[src/sv/fpdm_pkg.sv]
`default_nettype none
package fpdm_pkg;
    localparam int FW = 16;
    localparam int SLOTS = 64;
    localparam int LEVELS = 64;
    localparam int SW = 6;
    localparam int LVW = 6;
    localparam int DW = 30;
    localparam int LW = 21;
    localparam int BW = 7;
    localparam int MS_PER_S = 1000;

    localparam logic [1:0] CMD_SET  = 2'd0;
    localparam logic [1:0] CMD_FADE = 2'd1;
    localparam logic [1:0] CMD_TICK = 2'd2;
    localparam logic [1:0] CMD_READ = 2'd3;

    typedef logic [BW-1:0] t_btab [LEVELS];

    typedef struct packed {
        logic          start;
        logic [3:0]    diode;
        logic [BW-1:0] count;
    } t_col_req;

    typedef struct packed {
        logic          start;
        logic [SW-1:0] slot;
    } t_rd_req;

    typedef struct packed {
        logic          busy;
        logic [FW-1:0] rdata;
    } t_frame_sts;

    function automatic t_btab f_btab();
        t_btab t;
        int    cube;
        int    b;
        int    e;
        for (int n = 0; n < LEVELS; n++) begin
            cube = n * n * n;
            b = 0;
            for (int k = 1; k <= LEVELS; k++) begin
                e = 8 * k - 4;
                if (e * e <= cube) begin
                    b = k;
                end
            end
            t[n] = BW'(b);
        end
        return t;
    endfunction

    localparam t_btab BTAB = f_btab();

    function automatic logic [LVW-1:0] f_clamp(input logic [7:0] v);
        return (v > 8'(LEVELS - 1)) ? LVW'(LEVELS - 1) : v[LVW-1:0];
    endfunction
endpackage
`default_nettype wire

[src/sv/fpdm_if.sv]
`default_nettype none
interface fpdm_req_if;
    logic       valid;
    logic       ready;
    logic [1:0] cmd;
    logic [7:0] led_sel;
    logic [7:0] level;
    logic [15:0] duration_ms;
    logic [5:0] slot;
    modport source (output valid, cmd, led_sel, level, duration_ms, slot, input ready);
    modport sink (input valid, cmd, led_sel, level, duration_ms, slot, output ready);
endinterface

interface fpdm_rsp_if;
    logic        valid;
    logic        ready;
    logic        status;
    logic [15:0] frame_word;
    modport source (output valid, status, frame_word, input ready);
    modport sink (input valid, status, frame_word, output ready);
endinterface
`default_nettype wire

[src/sv/fpdm_div.sv]
`default_nettype none
module fpdm_div (
    input  wire logic                    i_clk,
    input  wire logic                    i_rst_n,
    input  wire logic                    i_start,
    input  wire logic [fpdm_pkg::DW-1:0] i_dividend,
    input  wire logic [fpdm_pkg::LW-1:0] i_divisor,
    output logic                         o_done,
    output logic [fpdm_pkg::DW-1:0]      o_quotient
);
    localparam int DW = fpdm_pkg::DW;
    localparam int LW = fpdm_pkg::LW;
    localparam int CW = $clog2(DW);

    logic          r_busy;
    logic          r_done;
    logic [CW-1:0] r_cnt;
    logic [LW:0]   r_rem;
    logic [DW-1:0] r_quo;
    logic [LW-1:0] r_div;
    logic [LW:0]   w_sh;
    logic          w_ge;

    assign w_sh = {r_rem[LW-1:0], r_quo[DW-1]};
    assign w_ge = w_sh >= {1'b0, r_div};

    always_ff @(posedge i_clk) begin
        if (!i_rst_n) begin
            r_busy <= 1'b0;
            r_done <= 1'b0;
            r_cnt  <= '0;
        end else begin
            r_done <= 1'b0;
            if (i_start) begin
                r_busy <= 1'b1;
                r_cnt  <= '0;
            end else if (r_busy) begin
                r_cnt <= r_cnt + 1'b1;
                if (r_cnt == CW'(DW - 1)) begin
                    r_busy <= 1'b0;
                    r_done <= 1'b1;
                end
            end
        end
    end

    always_ff @(posedge i_clk) begin
        if (i_start) begin
            r_rem <= '0;
            r_quo <= i_dividend;
            r_div <= i_divisor;
        end else if (r_busy) begin
            r_rem <= w_ge ? (w_sh - {1'b0, r_div}) : w_sh;
            r_quo <= {r_quo[DW-2:0], w_ge};
        end
    end

    assign o_done     = r_done;
    assign o_quotient = r_quo;
endmodule
`default_nettype wire

[src/sv/fpdm_frame.sv]
`default_nettype none
module fpdm_frame (
    input  wire logic                 i_clk,
    input  wire logic                 i_rst_n,
    input  wire fpdm_pkg::t_col_req   i_col,
    input  wire fpdm_pkg::t_rd_req    i_rd,
    output fpdm_pkg::t_frame_sts      o_sts
);
    localparam int FW = fpdm_pkg::FW;
    localparam int SW = fpdm_pkg::SW;
    localparam int BW = fpdm_pkg::BW;
    localparam int AW = 13;

    localparam logic [1:0] F_IDLE = 2'd0;
    localparam logic [1:0] F_RD   = 2'd1;
    localparam logic [1:0] F_WR   = 2'd2;

    logic [FW-1:0] r_mem [fpdm_pkg::SLOTS];
    logic [fpdm_pkg::SLOTS-1:0] r_vld;
    logic [1:0]    r_state;
    logic [SW-1:0] r_s;
    logic [AW-1:0] r_acc;
    logic [BW-1:0] r_b;
    logic [3:0]    r_d;
    logic [FW-1:0] r_rdata;
    logic [SW-1:0] w_raddr;
    logic          w_ren;
    logic [AW-1:0] w_hi;
    logic [AW-1:0] w_lo;
    logic          w_lit;
    logic [FW-1:0] w_bit;
    logic [FW-1:0] w_wdata;

    assign w_hi    = (r_acc + AW'(r_b) + AW'(63)) >> 6;
    assign w_lo    = (r_acc + AW'(63)) >> 6;
    assign w_lit   = w_hi != w_lo;
    assign w_bit   = FW'(1) << r_d;
    assign w_wdata = w_lit ? (r_rdata | w_bit) : (r_rdata & ~w_bit);
    assign w_raddr = (r_state == F_RD) ? r_s : i_rd.slot;
    assign w_ren   = (r_state == F_RD) || i_rd.start;

    always_ff @(posedge i_clk) begin
        if (!i_rst_n) begin
            r_state <= F_IDLE;
            r_vld   <= '0;
        end else begin
            unique case (r_state)
                F_IDLE: begin
                    if (i_col.start) begin
                        r_state <= F_RD;
                    end
                end
                F_RD: begin
                    r_state <= F_WR;
                end
                F_WR: begin
                    r_vld[r_s] <= 1'b1;
                    r_state    <= (r_s == SW'(fpdm_pkg::SLOTS - 1)) ? F_IDLE : F_RD;
                end
                default: begin
                    r_state <= F_IDLE;
                end
            endcase
        end
    end

    always_ff @(posedge i_clk) begin
        if (r_state == F_IDLE && i_col.start) begin
            r_s   <= '0;
            r_acc <= '0;
            r_b   <= i_col.count;
            r_d   <= i_col.diode;
        end else if (r_state == F_WR) begin
            r_s   <= r_s + 1'b1;
            r_acc <= r_acc + AW'(r_b);
        end
    end

    always_ff @(posedge i_clk) begin
        if (r_state == F_WR) begin
            r_mem[r_s] <= w_wdata;
        end
        if (w_ren) begin
            r_rdata <= r_vld[w_raddr] ? r_mem[w_raddr] : '0;
        end
    end

    assign o_sts.busy  = r_state != F_IDLE;
    assign o_sts.rdata = r_rdata;
endmodule
`default_nettype wire

[src/sv/multi_channel_fade_pdm_controller.sv]
// From request accept to response valid, a valid set passes S_APPLY and S_DONE; a read S_READ, S_RWAIT, S_DONE.
// A fade start goes through the shared divider (ms * rate / 1000), then S_APPLY if zero length.
// Tick: each idle diode is skipped in S_TCHK; each fading diode goes through the same divider.
// A level change adds the frame column rewrite, a read and a write of every slot.
// One request at a time; the next is taken the cycle after the response is accepted.
// Reset (synchronous, active low) clears all diode state, frame words and rate = 1000.
`default_nettype none
module multi_channel_fade_pdm_controller #(
    parameter int NUM_DIODES = 16
) (
    input  wire logic        i_clk,
    input  wire logic        i_rst_n,
    input  wire logic        i_cfg_we,
    input  wire logic [13:0] i_cfg_wdata,
    fpdm_req_if.sink         i_req,
    fpdm_rsp_if.source       o_rsp
);
    localparam int IW  = (NUM_DIODES > 1) ? $clog2(NUM_DIODES) : 1;
    localparam int DW  = fpdm_pkg::DW;
    localparam int LW  = fpdm_pkg::LW;
    localparam int LVW = fpdm_pkg::LVW;

    localparam logic [3:0] S_IDLE   = 4'd0;
    localparam logic [3:0] S_FMUL   = 4'd1;
    localparam logic [3:0] S_TCHK   = 4'd2;
    localparam logic [3:0] S_TMUL   = 4'd3;
    localparam logic [3:0] S_DSTART = 4'd4;
    localparam logic [3:0] S_DWAIT  = 4'd5;
    localparam logic [3:0] S_APPLY  = 4'd6;
    localparam logic [3:0] S_CWAIT  = 4'd7;
    localparam logic [3:0] S_READ   = 4'd8;
    localparam logic [3:0] S_RWAIT  = 4'd9;
    localparam logic [3:0] S_DONE   = 4'd10;

    logic [LVW-1:0] r_cur  [NUM_DIODES];
    logic [LVW-1:0] r_src  [NUM_DIODES];
    logic [7:0]     r_tgt  [NUM_DIODES];
    logic [LW-1:0]  r_len  [NUM_DIODES];
    logic [LW-1:0]  r_tick [NUM_DIODES];

    logic [3:0]     r_state;
    logic [13:0]    r_tps;
    logic [1:0]     r_cmd;
    logic [7:0]     r_level;
    logic [15:0]    r_dur;
    logic [5:0]     r_slot;
    logic [IW:0]    r_idx;
    logic [LVW-1:0] r_lvl;
    logic [DW-1:0]  r_prod;
    logic           r_neg;
    logic           r_status;
    logic           r_ovalid;
    logic [15:0]    r_word;

    logic [IW-1:0]  w_i;
    logic           w_dvalid;
    logic [7:0]     w_mag;
    logic           w_neg;
    logic [LW-1:0]  w_tp1;
    logic [8:0]     w_v;
    logic           w_col_ok;
    logic           w_div_done;
    logic [DW-1:0]  w_quo;
    logic [LW-1:0]  w_divisor;
    fpdm_pkg::t_col_req   w_col;
    fpdm_pkg::t_rd_req    w_rd;
    fpdm_pkg::t_frame_sts w_fsts;

    assign w_i       = r_idx[IW-1:0];
    assign w_dvalid  = i_req.led_sel < 8'(NUM_DIODES);
    assign w_neg     = r_tgt[w_i] < 8'(r_src[w_i]);
    assign w_mag     = w_neg ? (8'(r_src[w_i]) - r_tgt[w_i]) : (r_tgt[w_i] - 8'(r_src[w_i]));
    assign w_tp1     = r_tick[w_i] + 1'b1;
    assign w_v       = r_neg ? (9'(r_src[w_i]) - w_quo[8:0]) : (9'(r_src[w_i]) + w_quo[8:0]);
    assign w_col_ok  = 6'(w_i) < 6'(fpdm_pkg::FW);
    assign w_divisor = (r_cmd == fpdm_pkg::CMD_FADE) ? LW'(fpdm_pkg::MS_PER_S) : r_len[w_i];

    assign w_col.start = (r_state == S_APPLY) && (r_cur[w_i] != r_lvl) && w_col_ok;
    assign w_col.diode = 4'(w_i);
    assign w_col.count = fpdm_pkg::BTAB[r_lvl];
    assign w_rd.start  = r_state == S_READ;
    assign w_rd.slot   = r_slot;

    fpdm_div u_div (
        .i_clk      (i_clk),
        .i_rst_n    (i_rst_n),
        .i_start    (r_state == S_DSTART),
        .i_dividend (r_prod),
        .i_divisor  (w_divisor),
        .o_done     (w_div_done),
        .o_quotient (w_quo)
    );

    fpdm_frame u_frame (
        .i_clk   (i_clk),
        .i_rst_n (i_rst_n),
        .i_col   (w_col),
        .i_rd    (w_rd),
        .o_sts   (w_fsts)
    );

    assign i_req.ready      = (r_state == S_IDLE) && !r_ovalid;
    assign o_rsp.valid      = r_ovalid;
    assign o_rsp.status     = r_status;
    assign o_rsp.frame_word = r_word;

    always_ff @(posedge i_clk) begin
        if (!i_rst_n) begin
            r_state  <= S_IDLE;
            r_tps    <= 14'd1000;
            r_ovalid <= 1'b0;
            r_idx    <= '0;
            for (int k = 0; k < NUM_DIODES; k++) begin
                r_cur[k]  <= '0;
                r_src[k]  <= '0;
                r_tgt[k]  <= '0;
                r_len[k]  <= '0;
                r_tick[k] <= '0;
            end
        end else begin
            if (i_cfg_we) begin
                r_tps <= i_cfg_wdata;
            end
            if (r_ovalid && o_rsp.ready) begin
                r_ovalid <= 1'b0;
            end
            unique case (r_state)
                S_IDLE: begin
                    if (i_req.valid && i_req.ready) begin
                        r_cmd    <= i_req.cmd;
                        r_level  <= i_req.level;
                        r_dur    <= i_req.duration_ms;
                        r_slot   <= i_req.slot;
                        r_lvl    <= fpdm_pkg::f_clamp(i_req.level);
                        r_word   <= '0;
                        unique case (i_req.cmd)
                            fpdm_pkg::CMD_SET: begin
                                r_idx    <= (IW + 1)'(i_req.led_sel[IW-1:0]);
                                r_status <= !w_dvalid;
                                r_state  <= w_dvalid ? S_APPLY : S_DONE;
                            end
                            fpdm_pkg::CMD_FADE: begin
                                r_idx    <= (IW + 1)'(i_req.led_sel[IW-1:0]);
                                r_status <= !w_dvalid;
                                r_state  <= w_dvalid ? S_FMUL : S_DONE;
                            end
                            fpdm_pkg::CMD_TICK: begin
                                r_idx    <= '0;
                                r_status <= 1'b0;
                                r_state  <= S_TCHK;
                            end
                            fpdm_pkg::CMD_READ: begin
                                r_status <= 1'b0;
                                r_state  <= S_READ;
                            end
                            default: begin
                                r_status <= 1'b0;
                                r_state  <= S_DONE;
                            end
                        endcase
                    end
                end
                S_FMUL: begin
                    r_prod  <= DW'(r_dur) * DW'(r_tps);
                    r_state <= S_DSTART;
                end
                S_TCHK: begin
                    if (r_idx == (IW + 1)'(NUM_DIODES)) begin
                        r_state <= S_DONE;
                    end else if (r_tick[w_i] == r_len[w_i] || r_len[w_i] == '0) begin
                        r_idx <= r_idx + 1'b1;
                    end else begin
                        r_state <= S_TMUL;
                    end
                end
                S_TMUL: begin
                    r_prod  <= DW'(w_mag) * DW'(w_tp1);
                    r_neg   <= w_neg;
                    r_state <= S_DSTART;
                end
                S_DSTART: begin
                    r_state <= S_DWAIT;
                end
                S_DWAIT: begin
                    if (w_div_done) begin
                        if (r_cmd == fpdm_pkg::CMD_FADE) begin
                            r_src[w_i]  <= r_cur[w_i];
                            r_tgt[w_i]  <= r_level;
                            r_len[w_i]  <= w_quo[LW-1:0];
                            r_tick[w_i] <= '0;
                            r_state     <= (w_quo == '0) ? S_APPLY : S_DONE;
                        end else begin
                            r_lvl       <= fpdm_pkg::f_clamp(w_v[7:0]);
                            r_tick[w_i] <= w_tp1;
                            r_state     <= S_APPLY;
                        end
                    end
                end
                S_APPLY: begin
                    r_cur[w_i] <= r_lvl;
                    if (w_col.start) begin
                        r_state <= S_CWAIT;
                    end else if (r_cmd == fpdm_pkg::CMD_TICK) begin
                        r_idx   <= r_idx + 1'b1;
                        r_state <= S_TCHK;
                    end else begin
                        r_state <= S_DONE;
                    end
                end
                S_CWAIT: begin
                    if (!w_fsts.busy) begin
                        if (r_cmd == fpdm_pkg::CMD_TICK) begin
                            r_idx   <= r_idx + 1'b1;
                            r_state <= S_TCHK;
                        end else begin
                            r_state <= S_DONE;
                        end
                    end
                end
                S_READ: begin
                    r_state <= S_RWAIT;
                end
                S_RWAIT: begin
                    r_word  <= w_fsts.rdata;
                    r_state <= S_DONE;
                end
                S_DONE: begin
                    r_ovalid <= 1'b1;
                    r_state  <= S_IDLE;
                end
                default: begin
                    r_state <= S_IDLE;
                end
            endcase
        end
    end

`ifndef ASSERT_OFF
    a_ready_frame_idle: assert property (@(posedge i_clk) disable iff (!i_rst_n)
        i_req.ready |-> !w_fsts.busy)
        else $error("request taken while frame column busy");
    a_done_gives_rsp: assert property (@(posedge i_clk) disable iff (!i_rst_n)
        (r_state == S_DONE) |=> r_ovalid)
        else $error("finished request gave no response");
    a_err_no_word: assert property (@(posedge i_clk) disable iff (!i_rst_n)
        r_ovalid |-> !(r_status && (r_word != '0)))
        else $error("error response carries a frame word");
    a_div_only_waiting: assert property (@(posedge i_clk) disable iff (!i_rst_n)
        w_div_done |-> (r_state == S_DWAIT))
        else $error("divider finished outside its wait state");
`endif
endmodule
`default_nettype wire

[src/flat_wrapper.sv]
// flat-port wrapper written by rule: the top's interface ports become plain ports
module multi_channel_fade_pdm_controller_flat 
#(
    parameter int NUM_DIODES = 16
)
  (i_clk, i_rst_n, i_cfg_we, i_cfg_wdata, i_req_valid, i_req_cmd, i_req_led_sel, i_req_level, i_req_duration_ms, i_req_slot, i_req_ready, o_rsp_valid, o_rsp_status, o_rsp_frame_word, o_rsp_ready);
  fpdm_req_if i_req_i ();
  fpdm_rsp_if o_rsp_i ();
  input  wire logic i_clk;
  input  wire logic i_rst_n;
  input  wire logic i_cfg_we;
  input  wire logic [13:0] i_cfg_wdata;
  input wire logic [$bits(i_req_i.valid)-1:0] i_req_valid;
  input wire logic [$bits(i_req_i.cmd)-1:0] i_req_cmd;
  input wire logic [$bits(i_req_i.led_sel)-1:0] i_req_led_sel;
  input wire logic [$bits(i_req_i.level)-1:0] i_req_level;
  input wire logic [$bits(i_req_i.duration_ms)-1:0] i_req_duration_ms;
  input wire logic [$bits(i_req_i.slot)-1:0] i_req_slot;
  output wire logic [$bits(i_req_i.ready)-1:0] i_req_ready;
  output wire logic [$bits(o_rsp_i.valid)-1:0] o_rsp_valid;
  output wire logic [$bits(o_rsp_i.status)-1:0] o_rsp_status;
  output wire logic [$bits(o_rsp_i.frame_word)-1:0] o_rsp_frame_word;
  input wire logic [$bits(o_rsp_i.ready)-1:0] o_rsp_ready;
  assign i_req_i.valid = i_req_valid;
  assign i_req_i.cmd = i_req_cmd;
  assign i_req_i.led_sel = i_req_led_sel;
  assign i_req_i.level = i_req_level;
  assign i_req_i.duration_ms = i_req_duration_ms;
  assign i_req_i.slot = i_req_slot;
  assign i_req_ready = i_req_i.ready;
  assign o_rsp_valid = o_rsp_i.valid;
  assign o_rsp_status = o_rsp_i.status;
  assign o_rsp_frame_word = o_rsp_i.frame_word;
  assign o_rsp_i.ready = o_rsp_ready;
  multi_channel_fade_pdm_controller #(.NUM_DIODES(NUM_DIODES)) u_core (.i_clk(i_clk), .i_rst_n(i_rst_n), .i_cfg_we(i_cfg_we), .i_cfg_wdata(i_cfg_wdata), .i_req(i_req_i), .o_rsp(o_rsp_i));
endmodule
[config.mk]
export PLATFORM = sky130hd
export DESIGN_NAME = multi_channel_fade_pdm_controller_flat
export DESIGN_NICKNAME = d
export VERILOG_FILES = /design/src/sv/fpdm_pkg.sv /design/src/sv/fpdm_if.sv /design/src/sv/fpdm_div.sv /design/src/sv/fpdm_frame.sv /design/src/sv/multi_channel_fade_pdm_controller.sv /design/src/flat_wrapper.sv
export SDC_FILE = /design/constraint.sdc
export NUM_CORES = 2
export LEC_CHECK = 0
export ABC_AREA = 1
export BUFFER_PORTS_ARGS = -buffer_cell sky130_fd_sc_hd__buf_2
export CAP_MARGIN = 40
export CORE_MARGIN = 2
export CORE_UTILIZATION = 50
export DETAILED_ROUTE_END_ITERATION = 16
export HOLD_SLACK_MARGIN = 0.08
export PLACE_DENSITY = 0.72
export RECOVER_POWER = 25
export SKIP_LAST_GASP = 1
export SYNTH_ARGS = -nofsm -noshare
export SYNTH_HDL_FRONTEND = slang
export SYNTH_SLANG_ARGS = --single-unit
[constraint.sdc]
create_clock -name i_clk -period 10.96 [get_ports i_clk]
set_input_delay 2.192 -clock i_clk [delete_from_list [all_inputs] [get_ports i_clk]]
set_output_delay 2.192 -clock i_clk [all_outputs]
set_load 0.005 [all_outputs]
## Word level (Yosys, flattened, before mapping)

Memory sizes are Yosys's and may differ from the RTL's. A register that Yosys moved wholly into a read port is not among the register bits.
Index checks and enable logic that the tools add are counted.

- Register bits after elaboration: 278
- RAM bits: 2016
- ROM bits: 448
- Bits of input ports: 59
- Output and inout bits: 19
- Memories kept: 7

- Add/sub/neg operators: 12
- Multipliers: 2
- $lt $le $gt $ge: 8
- Eq/ne operators: 33
- Shifts and indexed selects: 1
- Mux-type cells: 93
- Bitwise gates (word level): 8
- Reductions and logical operators: 40

Memories:

| name | depth | bits a word | rd ports | clocked after memory_dff | wr ports | RTL line | RTL |
|---|---|---|---|---|---|---|---|
| u_core.u_frame.r_mem | 64 | 16 | 1 | 1 | 1 | fpdm_frame.sv:18 | `logic [FW-1:0] r_mem [fpdm_pkg::SLOTS];` |
| (no name shown) | 64 | 7 | 1 | 1 | 0 | multi_channel_fade_pdm_controller.sv:80 | `assign w_col.count = fpdm_pkg::BTAB[r_lvl];` |
| u_core.r_len | 16 | 21 | 1 | 1 | 16 | multi_channel_fade_pdm_controller.sv:38 | `logic [LW-1:0] r_len [NUM_DIODES];` |
| u_core.r_tick | 16 | 21 | 1 | 1 | 16 | multi_channel_fade_pdm_controller.sv:39 | `logic [LW-1:0] r_tick [NUM_DIODES];` |
| u_core.r_tgt | 16 | 8 | 1 | 1 | 16 | multi_channel_fade_pdm_controller.sv:37 | `logic [7:0] r_tgt [NUM_DIODES];` |
| u_core.r_cur | 16 | 6 | 1 | 1 | 16 | multi_channel_fade_pdm_controller.sv:35 | `logic [LVW-1:0] r_cur [NUM_DIODES];` |
| +1 memories | n/a | n/a | n/a | n/a | n/a | n/a |  |

Operators with widths:

| cell | count |
|---|---|
| $mux 4 | 26 |
| $mux 21 | 4 |
| $or 64x64->64 | 1 |
| $mux 30 | 2 |
| $pmux 30 s2 | 1 |
| $mux 6 | 8 |
| $reduce_or 21->1 | 2 |
| $pmux 4 s9 | 1 |
| $mux 16 | 2 |
| $pmux 16 s2 | 1 |
| $logic_not 30->1 | 1 |
| $mul 16x14->30 | 1 |
| $mux 1 | 30 |
| $mux 5 | 6 |
| $mul 8x21->29 | 1 |
| $add 13x6->13 const B | 2 |
| $mux 8 | 3 |
| $ge 22x21->1 | 1 |
| $add 21x1->21 const B | 1 |
| $eq 21x21->1 | 1 |
| $logic_not 21->1 | 1 |
| $sub 21x21->21 | 1 |
| $pmux 5 s4 | 1 |
| $and 16x16->16 | 1 |
| other kinds (55) | 98 |

## Depth between registers and ports, before layout

- Depth in word-level cells: 9
- Depth in mapped cells: 51
- Mapped depth without buffers: 44

## Hierarchy

A second synthesis with hierarchy kept.

- Cell total of the unflattened synthesis: 12851
- Area, all modules: 119885.0 µm²

Modules (own cells, without submodules):

| module | instances | cells each | area an instance (µm²) |
|---|---|---|---|
| multi_channel_fade_pdm_controller | 1 | 7126 | 65120.0 |
| fpdm_frame | 1 | 5096 | 49996.7 |
| fpdm_div | 1 | 629 | 4768.3 |

## Worst setup path before layout

No wires, ideal clock.

- Kind: reg-to-reg
- Start: register (tool-made name)
- End: register u_core.r_prod[26], data pin
- Setup time: 0.260 ns
- Arrival time: 7.892 ns
- Data required time: 10.700 ns
- Slack: 2.807 ns
- Stages on the path, launching flop included: 45
- Buffers on the path: 7
- Cells stage by stage: dfxtp_1 -> buf_4 -> buf_4 -> buf_4 -> buf_4 -> buf_2 -> clkbuf_1 -> clkbuf_1 -> nor2_1 -> o221ai_1 -> o211ai_1 -> nand2_1 -> ha_1 -> inv_1 -> fa_1 -> a21oi_1 -> o21bai_1 -> a21o_1 -> [9 not listed] -> fa_1 -> fa_1 -> inv_1 -> fa_1 -> inv_1 -> fa_1 -> inv_1 -> ha_1 -> a21o_1 -> o21bai_1 -> nand2_1 -> nand2_1 -> a21oi_1 -> o21bai_1 -> a21oi_1 -> o21ai_0 -> nor2_1 -> o21ai_0

RTL lines:

| what | RTL line | RTL |
|---|---|---|
| to (signal assigned) | multi_channel_fade_pdm_controller.sv:164 | `r_prod <= DW'(r_dur) * DW'(r_tps);` |
| to (signal assigned) | multi_channel_fade_pdm_controller.sv:177 | `r_prod <= DW'(w_mag) * DW'(w_tp1);` |
| to (decl) | multi_channel_fade_pdm_controller.sv:49 | `logic [DW-1:0] r_prod;` |

==> results.yml <==
outcome:
  status: "finished with violations"
  failing_checks: "capacitance limit, slew limit"
routing:
  routedWlPerCell_um: 23.02
  drt-initial-drc-count: 11540
  drt-total-wl_um: 325100
  detailedRoute.firstPassIterationCount: 7
  avgViaCountPerCell: 5.946
  antenna_violating_nets_post_route: 0
  drcViolationCount: 0
  via_count: 83960
critical_path:
  critical_path.startpoint_type: "register"
  crit_top_cell: "sky130_fd_sc_hd__nand2_1"
  criticalPathCategory: "register to register"
  max_stage_delay_ps: 890
  critPathSlowestCell: "sky130_fd_sc_hd__dfxtp_4"
  worstPathMaxFanout: 73
  required_ps: 11540
  arrival_ps: 10050
  endpoint_kind: "register"
global_routing:
  grt_pass1_vias: 81500
  antenna_found_initial: 14
  grt_max_degree: 227
  grt_pass1_wl_um: 489400
  grt_util_all_layers: 0.2784
  grt_remaining_overflow: 0
die:
  row_count: 174
  design.core.area_um2: 224900
  io_pins: 78
  floorplan.die_area_um2: 230100
  fp.dieH_um: 479.7
  start_util: 0.5030
  die_width_um: 479.7
yosys:
  synth_fa_ha_area_frac: 0.07282
  yosysTopAreaCell: "sky130_fd_sc_hd__edfxtp_1"
  yosys_warnings: 0
  compound_gate_fraction_of_synth_area: 0.09518
  ys_seq_elements: 2315
  synth_top_family_by_area: "simple AND/OR/NAND/NOR gates"
  post_synth_and_or_nand_nor_area_fraction: 0.1663
  synthesis.instances: 11070
  synth-xor-area-share: 0.005596
  mean_cell_area_of_the_mapped_netlist_um2: 10.22
  synth.top_cells.by_area: "sky130_fd_sc_hd__edfxtp_1 (58%), sky130_fd_sc_hd__nor2_1 (8.1%), sky130_fd_sc_hd__nand2_1 (5.4%), sky130_fd_sc_hd__fa_1 (5.0%), sky130_fd_sc_hd__o21ai_0 (4.3%)"
  synth_async_sr_flop_share: 0
  share_of_cell_area_taken_by_muxes_after_synthesis: 0.0002876
  synth_seq_area_share: 0.6025
  synth_largest_type_area_fraction: 0.5784
  synth-edff-count: 2179
  post_syn_nets: 11620
  synth_flop_cell: "sky130_fd_sc_hd__edfxtp_1"
  synth_area_um2: 113100
  netlist-cell-type-count: 59
clocking:
  post_cts_buffers: 0
  root_buffer: "sky130_fd_sc_hd__clkbuf_16"
  cts_max_level: 4
  cts-hold-fix-buffers: 0
  tritoncts_num_sinks: 2315
  worst_skew_pair_latency_ps: 920
  cts_buffer_depth: 3
  clkTransAtPathRegs_ps: 60
  cts.repair.resized: 0
  tritoncts_clock_tree: "done"
  cts_made_buffers: 229
timing:
  finalWorstPathRequiredPeriod_ps: 9469
  share_of_the_clock_period_used_by_the_worst_path: 0.8640
  worst_clock_skew_ps: 99.52
  final_tns_setup_ps: 0
  setup_viol_count_final: 0
  hold_viol: 0
  worst_pin_slew_ps: 3867
  rsz0062_at_grt: "false"
  timing_max_transition_violations_final: 243
  slew-limit-headroom: -1.578
  maxClockFrequency_ghz: 0.1056
placed_design:
  place.gp.congestion: 0.9423
  placement.io_buffers: 77
  detailedPlacementHpwl_um: 197900
finish:
  post_route_cells_drive_above_1_share: 0.06751
  final_cell_mix: "sky130_fd_sc_hd__nor2_1 (2416), sky130_fd_sc_hd__edfxtp_1 (2179), sky130_fd_sc_hd__nand2_1 (1615), sky130_fd_sc_hd__o21ai_0 (943), sky130_fd_sc_hd__inv_1 (887)"
  layout_commonest_cell: "sky130_fd_sc_hd__nor2_1"
  area_growth_syn_to_layout_pct: 10.19
  finalNetCount: 11470
job:
  maxCapViolCount: 10
min_path:
  hp-class: "register to register"
## per-stage QoR
step / instance area (um^2) / hold WS, ps / utilization / std cells / worst slack, ps
2_1_floorplan: 113100 / 434.9 / - / 11070 / 2807
3_3_place_gp: 116500 / 442.0 / 0.5179 / 13640 / 1702
3_5_place_dp: 117200 / 447.7 / 0.5212 / 13680 / 1773
4_1_cts: 125000 / 461.2 / 0.5557 / 14120 / 1690
5_1_grt: 124700 / 490.3 / 0.5543 / 14120 / 927.1
6_report: 124700 / 461.6 / 0.5543 / 14120 / 1491
## critical path: cells and delay by family (launching register included)
kind / cells / cell delay, ps
adder cells (fa/ha/maj): 6 / 2540
buffers and inverters: 7 / 1490
AO/OA/AOI/OAI: 12 / 2400
flip-flops: 1 / 890
AND/OR/NAND/NOR: 11 / 1700
## cell usage after synthesis (all sizes together) (2+ instances only)
library cell / number
o22ai: 152
buf: 189
o21bai: 7
o21a: 16
a21oi: 180
a221oi: 4
nor4: 15
a31o: 3
xnor2: 24
a31oi: 14
inv: 912
a21o: 12
dfxtp: 136
nor3: 35
o221ai: 185
or2: 23
xor2: 44
o32ai: 6
o21ai: 997
clkbuf: 512
nand2: 1652
o211ai: 230
a211oi: 3
o31ai: 2
nor3b: 2
edfxtp: 2179
nor2: 2441
clkinv: 26
nand4: 29
nand3: 542
fa: 284
ha: 204
mux2i: 2
## per-layer routing
layer  part of all wire  GRT usage
met1               0.39     0.3824
met2               0.45     0.4327
met3               0.12    0.05692
met4              0.045     0.1157
met5            0.00021          0
## flip-flops by register name (all words and copies together), names as in the netlist, 16 cells and up, named ones only
| register | flops |
|---|---|
| u_core.u_frame.r_vld | 64 |
| u_core.u_div.o_quotient | 30 |
| u_core.u_div.r_div | 21 |
| u_core.u_frame.r_mem | 1024 |
| u_core.r_tick | 336 |
| u_core.o_rsp.frame_word | 16 |
| u_core.r_dur | 16 |
| u_core.r_cur | 96 |
| u_core.u_div.r_rem | 21 |
| u_core.r_len | 336 |
| u_core.r_tgt | 128 |
| u_core.r_src | 96 |
| u_core.r_prod | 30 |
| u_core.u_frame.r_rdata | 16 |
## final timing paths
check                                              from                               endpoint  slack [ps]  depth (start not counted)
setup / recovery                               register            u_core.r_prod[26]$_DFFE_PP_        1490                         36
hold / removal    u_core.u_frame.r_vld[54]$_SDFFE_PN0P_  u_core.u_frame.r_vld[54]$_SDFFE_PN0P_         460                          1
hold reg to reg   u_core.u_frame.r_vld[54]$_SDFFE_PN0P_  u_core.u_frame.r_vld[54]$_SDFFE_PN0P_         460                          1
setup reg to reg                               register            u_core.r_prod[26]$_DFFE_PP_        1490                         36
## logic make-up after synthesis
logic type,Yosys count
and+or+nand+nor,4739
DFF,2315
AOI/OAI and AO/OA,1818
buffers and inverters,1639
adders and majority gates,488
xor gates and xnor gates,68
muxes,2
## final cells by class
class / count / area [um^2]
Fill cell: 18700 / 100200
Inverter: 938 / 3555
Clock inverter: 135 / 1544
Antenna cell: 5 / 12.51
Timing Repair Buffer: 319 / 2480
Multi-Input combinational cell: 7115 / 38960
Sequential cell: 2315 / 68170
Tap cell: 2992 / 3744
Clock buffer: 302 / 6197
Power is not shown: default switching activity piles up to over one toggle a cycle in this logic, so the estimate is an artifact.
